`src/sv/sha512_pkg.sv`:
```
package sha512_pkg;

    localparam int MAX_BYTES = 111;

    typedef struct packed {
        logic        too_long;
        logic [6:0]  byte_count;
    } job_t;

    typedef enum logic [1:0] {
        ST_IDLE,
        ST_ROUND,
        ST_OUT
    } core_state_t;

    function automatic logic [63:0] round_k(input logic [6:0] i);
        logic [63:0] k;
        case (i)
            7'd0: k = 64'h428a2f98d728ae22; 7'd1: k = 64'h7137449123ef65cd;
            7'd2: k = 64'hb5c0fbcfec4d3b2f; 7'd3: k = 64'he9b5dba58189dbbc;
            7'd4: k = 64'h3956c25bf348b538; 7'd5: k = 64'h59f111f1b605d019;
            7'd6: k = 64'h923f82a4af194f9b; 7'd7: k = 64'hab1c5ed5da6d8118;
            7'd8: k = 64'hd807aa98a3030242; 7'd9: k = 64'h12835b0145706fbe;
            7'd10: k = 64'h243185be4ee4b28c; 7'd11: k = 64'h550c7dc3d5ffb4e2;
            7'd12: k = 64'h72be5d74f27b896f; 7'd13: k = 64'h80deb1fe3b1696b1;
            7'd14: k = 64'h9bdc06a725c71235; 7'd15: k = 64'hc19bf174cf692694;
            7'd16: k = 64'he49b69c19ef14ad2; 7'd17: k = 64'hefbe4786384f25e3;
            7'd18: k = 64'h0fc19dc68b8cd5b5; 7'd19: k = 64'h240ca1cc77ac9c65;
            7'd20: k = 64'h2de92c6f592b0275; 7'd21: k = 64'h4a7484aa6ea6e483;
            7'd22: k = 64'h5cb0a9dcbd41fbd4; 7'd23: k = 64'h76f988da831153b5;
            7'd24: k = 64'h983e5152ee66dfab; 7'd25: k = 64'ha831c66d2db43210;
            7'd26: k = 64'hb00327c898fb213f; 7'd27: k = 64'hbf597fc7beef0ee4;
            7'd28: k = 64'hc6e00bf33da88fc2; 7'd29: k = 64'hd5a79147930aa725;
            7'd30: k = 64'h06ca6351e003826f; 7'd31: k = 64'h142929670a0e6e70;
            7'd32: k = 64'h27b70a8546d22ffc; 7'd33: k = 64'h2e1b21385c26c926;
            7'd34: k = 64'h4d2c6dfc5ac42aed; 7'd35: k = 64'h53380d139d95b3df;
            7'd36: k = 64'h650a73548baf63de; 7'd37: k = 64'h766a0abb3c77b2a8;
            7'd38: k = 64'h81c2c92e47edaee6; 7'd39: k = 64'h92722c851482353b;
            7'd40: k = 64'ha2bfe8a14cf10364; 7'd41: k = 64'ha81a664bbc423001;
            7'd42: k = 64'hc24b8b70d0f89791; 7'd43: k = 64'hc76c51a30654be30;
            7'd44: k = 64'hd192e819d6ef5218; 7'd45: k = 64'hd69906245565a910;
            7'd46: k = 64'hf40e35855771202a; 7'd47: k = 64'h106aa07032bbd1b8;
            7'd48: k = 64'h19a4c116b8d2d0c8; 7'd49: k = 64'h1e376c085141ab53;
            7'd50: k = 64'h2748774cdf8eeb99; 7'd51: k = 64'h34b0bcb5e19b48a8;
            7'd52: k = 64'h391c0cb3c5c95a63; 7'd53: k = 64'h4ed8aa4ae3418acb;
            7'd54: k = 64'h5b9cca4f7763e373; 7'd55: k = 64'h682e6ff3d6b2b8a3;
            7'd56: k = 64'h748f82ee5defb2fc; 7'd57: k = 64'h78a5636f43172f60;
            7'd58: k = 64'h84c87814a1f0ab72; 7'd59: k = 64'h8cc702081a6439ec;
            7'd60: k = 64'h90befffa23631e28; 7'd61: k = 64'ha4506cebde82bde9;
            7'd62: k = 64'hbef9a3f7b2c67915; 7'd63: k = 64'hc67178f2e372532b;
            7'd64: k = 64'hca273eceea26619c; 7'd65: k = 64'hd186b8c721c0c207;
            7'd66: k = 64'heada7dd6cde0eb1e; 7'd67: k = 64'hf57d4f7fee6ed178;
            7'd68: k = 64'h06f067aa72176fba; 7'd69: k = 64'h0a637dc5a2c898a6;
            7'd70: k = 64'h113f9804bef90dae; 7'd71: k = 64'h1b710b35131c471b;
            7'd72: k = 64'h28db77f523047d84; 7'd73: k = 64'h32caab7b40c72493;
            7'd74: k = 64'h3c9ebe0a15c9bebc; 7'd75: k = 64'h431d67c49c100d4c;
            7'd76: k = 64'h4cc5d4becb3e42b6; 7'd77: k = 64'h597f299cfc657e2a;
            7'd78: k = 64'h5fcb6fab3ad6faec; 7'd79: k = 64'h6c44198c4a475817;
            default: k = 64'h0;
        endcase
        return k;
    endfunction

    function automatic logic [63:0] start_h(input logic [2:0] i);
        logic [63:0] h;
        case (i)
            3'd0: h = 64'h6a09e667f3bcc908;
            3'd1: h = 64'hbb67ae8584caa73b;
            3'd2: h = 64'h3c6ef372fe94f82b;
            3'd3: h = 64'ha54ff53a5f1d36f1;
            3'd4: h = 64'h510e527fade682d1;
            3'd5: h = 64'h9b05688c2b3e6c1f;
            3'd6: h = 64'h1f83d9abfb41bd6b;
            3'd7: h = 64'h5be0cd19137e2179;
            default: h = 64'h0;
        endcase
        return h;
    endfunction

    function automatic logic [63:0] rotr(input logic [63:0] x, input int n);
        return (x >> n) | (x << (64 - n));
    endfunction

endpackage

```
`src/sv/sha512_front.sv`:
```
module sha512_front import sha512_pkg::*; (
    input  logic          aclk,
    input  logic          aresetn,
    input  logic          in_valid,
    output logic          in_ready,
    input  logic          carries_byte,
    input  logic [7:0]    data_byte,
    input  logic          end_of_message,
    output logic          job_valid,
    input  logic          job_ready,
    output job_t          job,
    output logic [1023:0] job_block
);

    logic [1023:0] block_reg, block_next;
    logic [6:0]    count_reg, count_next;
    logic          ovf_reg, ovf_next;
    logic          full_reg, full_next;
    job_t          job_reg, job_next;
    logic [1023:0] jblk_reg;
    logic          take;
    logic          ovf_now;
    logic [6:0]    cnt_now;
    logic [1023:0] blk_now;
    logic [1023:0] blk_pad;

    assign in_ready  = !full_reg;
    assign take      = in_valid && in_ready;
    assign job_valid = full_reg;
    assign job       = job_reg;
    assign job_block = jblk_reg;

    always_comb begin
        blk_now = block_reg;
        cnt_now = count_reg;
        ovf_now = ovf_reg;
        if (carries_byte) begin
            if (count_reg < 7'(MAX_BYTES)) begin
                blk_now[1023 - 8 * count_reg -: 8] = data_byte;
                cnt_now = count_reg + 7'd1;
            end else begin
                ovf_now = 1'b1;
            end
        end
        blk_pad = blk_now;
        blk_pad[1023 - 8 * cnt_now -: 8] = 8'h80;
        blk_pad[63:0] = {54'd0, cnt_now, 3'd0};
    end

    always_comb begin
        block_next = block_reg;
        count_next = count_reg;
        ovf_next   = ovf_reg;
        full_next  = full_reg;
        job_next   = job_reg;
        if (full_reg && job_ready) begin
            full_next = 1'b0;
        end
        if (take) begin
            if (end_of_message) begin
                block_next = '0;
                count_next = '0;
                ovf_next   = 1'b0;
                full_next  = 1'b1;
                job_next   = '{too_long: ovf_now, byte_count: cnt_now};
            end else begin
                block_next = blk_now;
                count_next = cnt_now;
                ovf_next   = ovf_now;
            end
        end
    end

    always_ff @(posedge aclk) begin
        if (!aresetn) begin
            block_reg <= '0;
            count_reg <= '0;
            ovf_reg   <= 1'b0;
            full_reg  <= 1'b0;
        end else begin
            block_reg <= block_next;
            count_reg <= count_next;
            ovf_reg   <= ovf_next;
            full_reg  <= full_next;
        end
        job_reg <= job_next;
        if (take && end_of_message) begin
            jblk_reg <= blk_pad;
        end
    end

endmodule

```
`config.mk`:
```
export PLATFORM = sky130hd
export DESIGN_NAME = sha512_front
export DESIGN_NICKNAME = d
export VERILOG_FILES = /design/src/sv/sha512_pkg.sv /design/src/sv/sha512_front.sv
export SDC_FILE = /design/constraint.sdc
export NUM_CORES = 2
export LEC_CHECK = 0
export ABC_AREA = 0
export BUFFER_PORTS_ARGS = -buffer_cell sky130_fd_sc_hd__buf_2
export CAP_MARGIN = 20
export CORE_AREA = 5 5 403 405
export CTS_CLUSTER_DIAMETER = 40
export CTS_CLUSTER_SIZE = 10
export DETAILED_ROUTE_END_ITERATION = 8
export DIE_AREA = 0 0 408 410
export HOLD_SLACK_MARGIN = 0.1
export PLACE_DENSITY = 0.76
export SETUP_SLACK_MARGIN = 0.02
export SYNTH_ARGS = -nofsm -noshare
export SYNTH_HDL_FRONTEND = slang
export SYNTH_SLANG_ARGS = --single-unit
```
`constraint.sdc`:
```
create_clock -name aclk -period 25.8 [get_ports aclk]
set_input_delay 5.16 -clock aclk [delete_from_list [all_inputs] [get_ports aclk]]
set_output_delay 5.16 -clock aclk [all_outputs]
set_load 0.03 [all_outputs]
```
==> metrics.cfg <==
[sta]
rsz0062_at_grt=false
clock-skew-final_ns=0.0721
finalSetupTns_ns=0
fmax_mhz=95.9
finalSetupViolations=0
tightest_slew_ns=1.28
period_minus_slack_ns=10.42
setup_ws_ns=15.38
relSlewSlack=0.144
hold_violations=0
slew_violations=0
fin_crit_sh=0.404

[clocking]
cts.clk_slew.worst_paths_ns=0.05
cts_inserted_buffers=291
clock_sinks=1937
cts-root-buf=clkbuf_16
post_cts_buffers=0
cts_tree=done
clkLatencyLatePin_ns=0.94
cts-resized-gates=0
max-clock-path-buffers=4
cts_hold_buf=0
cts_max_level=5

[synthesis]
synth_mux_area_frac=0.0146
yosys.area_share.simple=0.218
ys_ff_latch=1937
synth_edf_count=968
syn_area_um2=83200
netlist.area_leader.share=0.350
syn_avg_cell_area_um2=10.5
yosys_warnings=0
yosysSeqAreaShare=0.583
synth.distinct_cells=101
synth.most_common_cell=dfxtp_1
yosysTopAreaCell=edfxtp_1
ys.flop_type=dfxtp_1
synthArstFlopShare=0
synth_cells=7883
synthAdderAreaFrac=0.000903
synthTopCellsByArea=edfxtp_1, dfxtp_1, a22oi_1
synth_compound_area_frac=0.150
yosys.area_share.xor_xnor=0.000211
synthTopCellsByCount=dfxtp_1, edfxtp_1, nor2_1
synth_top_family_by_area=simple AND/OR/NAND/NOR gates

[detailed_routing]
drcViolationCount=6
vias_per_cell=6.39
wl_per_cell_um=29.1
drt-total-wl_um=321000
ant_nets=0
vias=70646
drtPass1Iterations=9
drtIter0Drc=10648

[grt]
first_global_vias=66095
grt_overflow=0
use_met1=0.459
antenna_found_initial=34
gr-usage-met3=0.109
grt_pass1_wl_um=455000
gr-usage-met2=0.555
top_usage_layer=met2
grt.total_usage=0.367
grt_max_degree=204

[power]
intPower_w=0.00575
switching_share=0.239
p_seq_frac=0.441
peakVddDrop_mv=0.0728
switching_power_w=0.00181
p_clk_frac=0.500
power.leakage_nw=35.2
pwr-share-comb=0.059
powerDensity_nw_per_um2=76.7

[setup_path]
crit_start=in_valid
cp.arrival_ns=10.91
worstSetupEndpoint=job_block[817]$_DFFE_PP_
ff2ff_path_depth=9
crit_type=input port to flop
cp.required_ns=26.29
critPathMaxFanout=138
endpoint_kind=flop
rrSetupSlack_ns=19.38
rr_endpoint=job_block[817]$_DFFE_PP_
reg2reg_from=job_valid$_SDFF_PN0_
startpoint_type=input port

[die]
die_h_um=410
core_area_um2=158000
die-width_um=408
start_util=0.526
pin_count=1048
die_area_um2=167000
row_count=146

[finish]
nNetsFinal=8776
seqCellArea_um2=48500
largest_reg_flops=961
layout-drive-gt1-share=0.198
fillers=12182
multi_input_area_um2=32300
syn_to_final_growth_pct=18.5
fin_area_um2=98500

[run]
maxCapViolations=0

[placed_design]
dpl_cell_area_um2=89200
gp_congestion=0.935
dp_hpwl_um=215000
dpl_worst_slack_ns=14.14
io_buffers=990

[hold_path]
hold_start=block_reg[979]$_SDFFE_PN0P_
hp-class=flop to flop

[run_status]
violations=design-rule violations
status=complete, but fails checks

-- cell type report --
cell class,instances,area share
timing repair buffer,1104,0.0601
clock buffer,418,0.0837
clock inverter,90,0.00946
multi-input combinational,5409,0.327
tap,2072,0.0263
inverter,13,0.000584
sequential,1937,0.492
antenna,15,0.000381
-- how the worst min path moves through the flow --
stage	to	slack, ns	cells after the start
after floorplan	block_reg[467]$_SDFFE_PN0P_	0.42	2
after global placement	block_reg[979]$_SDFFE_PN0P_	0.43	2
after detailed placement	block_reg[979]$_SDFFE_PN0P_	0.44	2
after CTS	block_reg[979]$_SDFFE_PN0P_	0.45	2
after global routing	block_reg[123]$_SDFFE_PN0P_	0.48	1
final	block_reg[979]$_SDFFE_PN0P_	0.46	2
-- power by group through the flow --
stage	Sequential [W]	Clock, W	Combinational (W)
after floorplan	0.00359	0	0.000145
after global placement	0.00340	0	0.000430
after detailed placement	0.00340	0	0.000435
after CTS	0.00334	0.00379	0.000436
after global routing	0.00334	0.00394	0.000454
final	0.00334	0.00378	0.000445
-- layout by cell type, fill, tap and decap left out, drive strengths merged, types with 44 or more instances in the layout --
master / count
conb: 57
clkbuf: 419
a22oi: 827
clkinv: 52
dfxtp: 969
o21ai: 140
a211o: 100
mux2i: 118
edfxtp: 968
nor2b: 927
nor2: 970
buf: 1103
a21o: 44
nand3: 143
and3: 117
nor3: 355
nand2: 709
a21oi: 647
-- worst max-delay path, cell delays in order --
cell     delay, ns
buf_2         0.14
nor2b_4       0.24
nand2_2       0.25
buf_12        0.26
inv_8         0.62
buf_4         0.78
buf_4         0.72
buf_4         0.75
buf_4         0.83
buf_4         0.92
-- routing by layer --
| metal | vias up | routed length [um] |
|---|---|---|
| met1 | 33883 | 115000 |
| met5 | - | 179 |
| li1 | 30120 | - |
| met3 | 1252 | 40500 |
| met4 | 26 | 24900 |
| met2 | 5365 | 141000 |
-- stage by stage --
step	power, W	std cells	hold slack [ns]	util
3_3_place_gp	0.00383	10522	0.432	0.564
2_1_floorplan	0.00374	7939	0.420	-
3_5_place_dp	0.00383	10525	0.439	0.564
6_report	0.00756	11058	0.461	0.624
5_1_grt	0.00774	11043	0.482	0.623
4_1_cts	0.00756	11033	0.454	0.622
-- cell families (layout without fill, tap and decap cells) --
family | after synthesis | after routing
AOI/OAI and AO/OA | 1857 | 1857
xor gates and xnor gates | 2 | 2
adders and majority gates | 6 | 6
buffers and inverters | 593 | 1625
DFF | 1937 | 1937
muxes | 120 | 120
other | 1 | 72
and+or+nand+nor | 3367 | 3367
(Power assumes the default switching activity.)
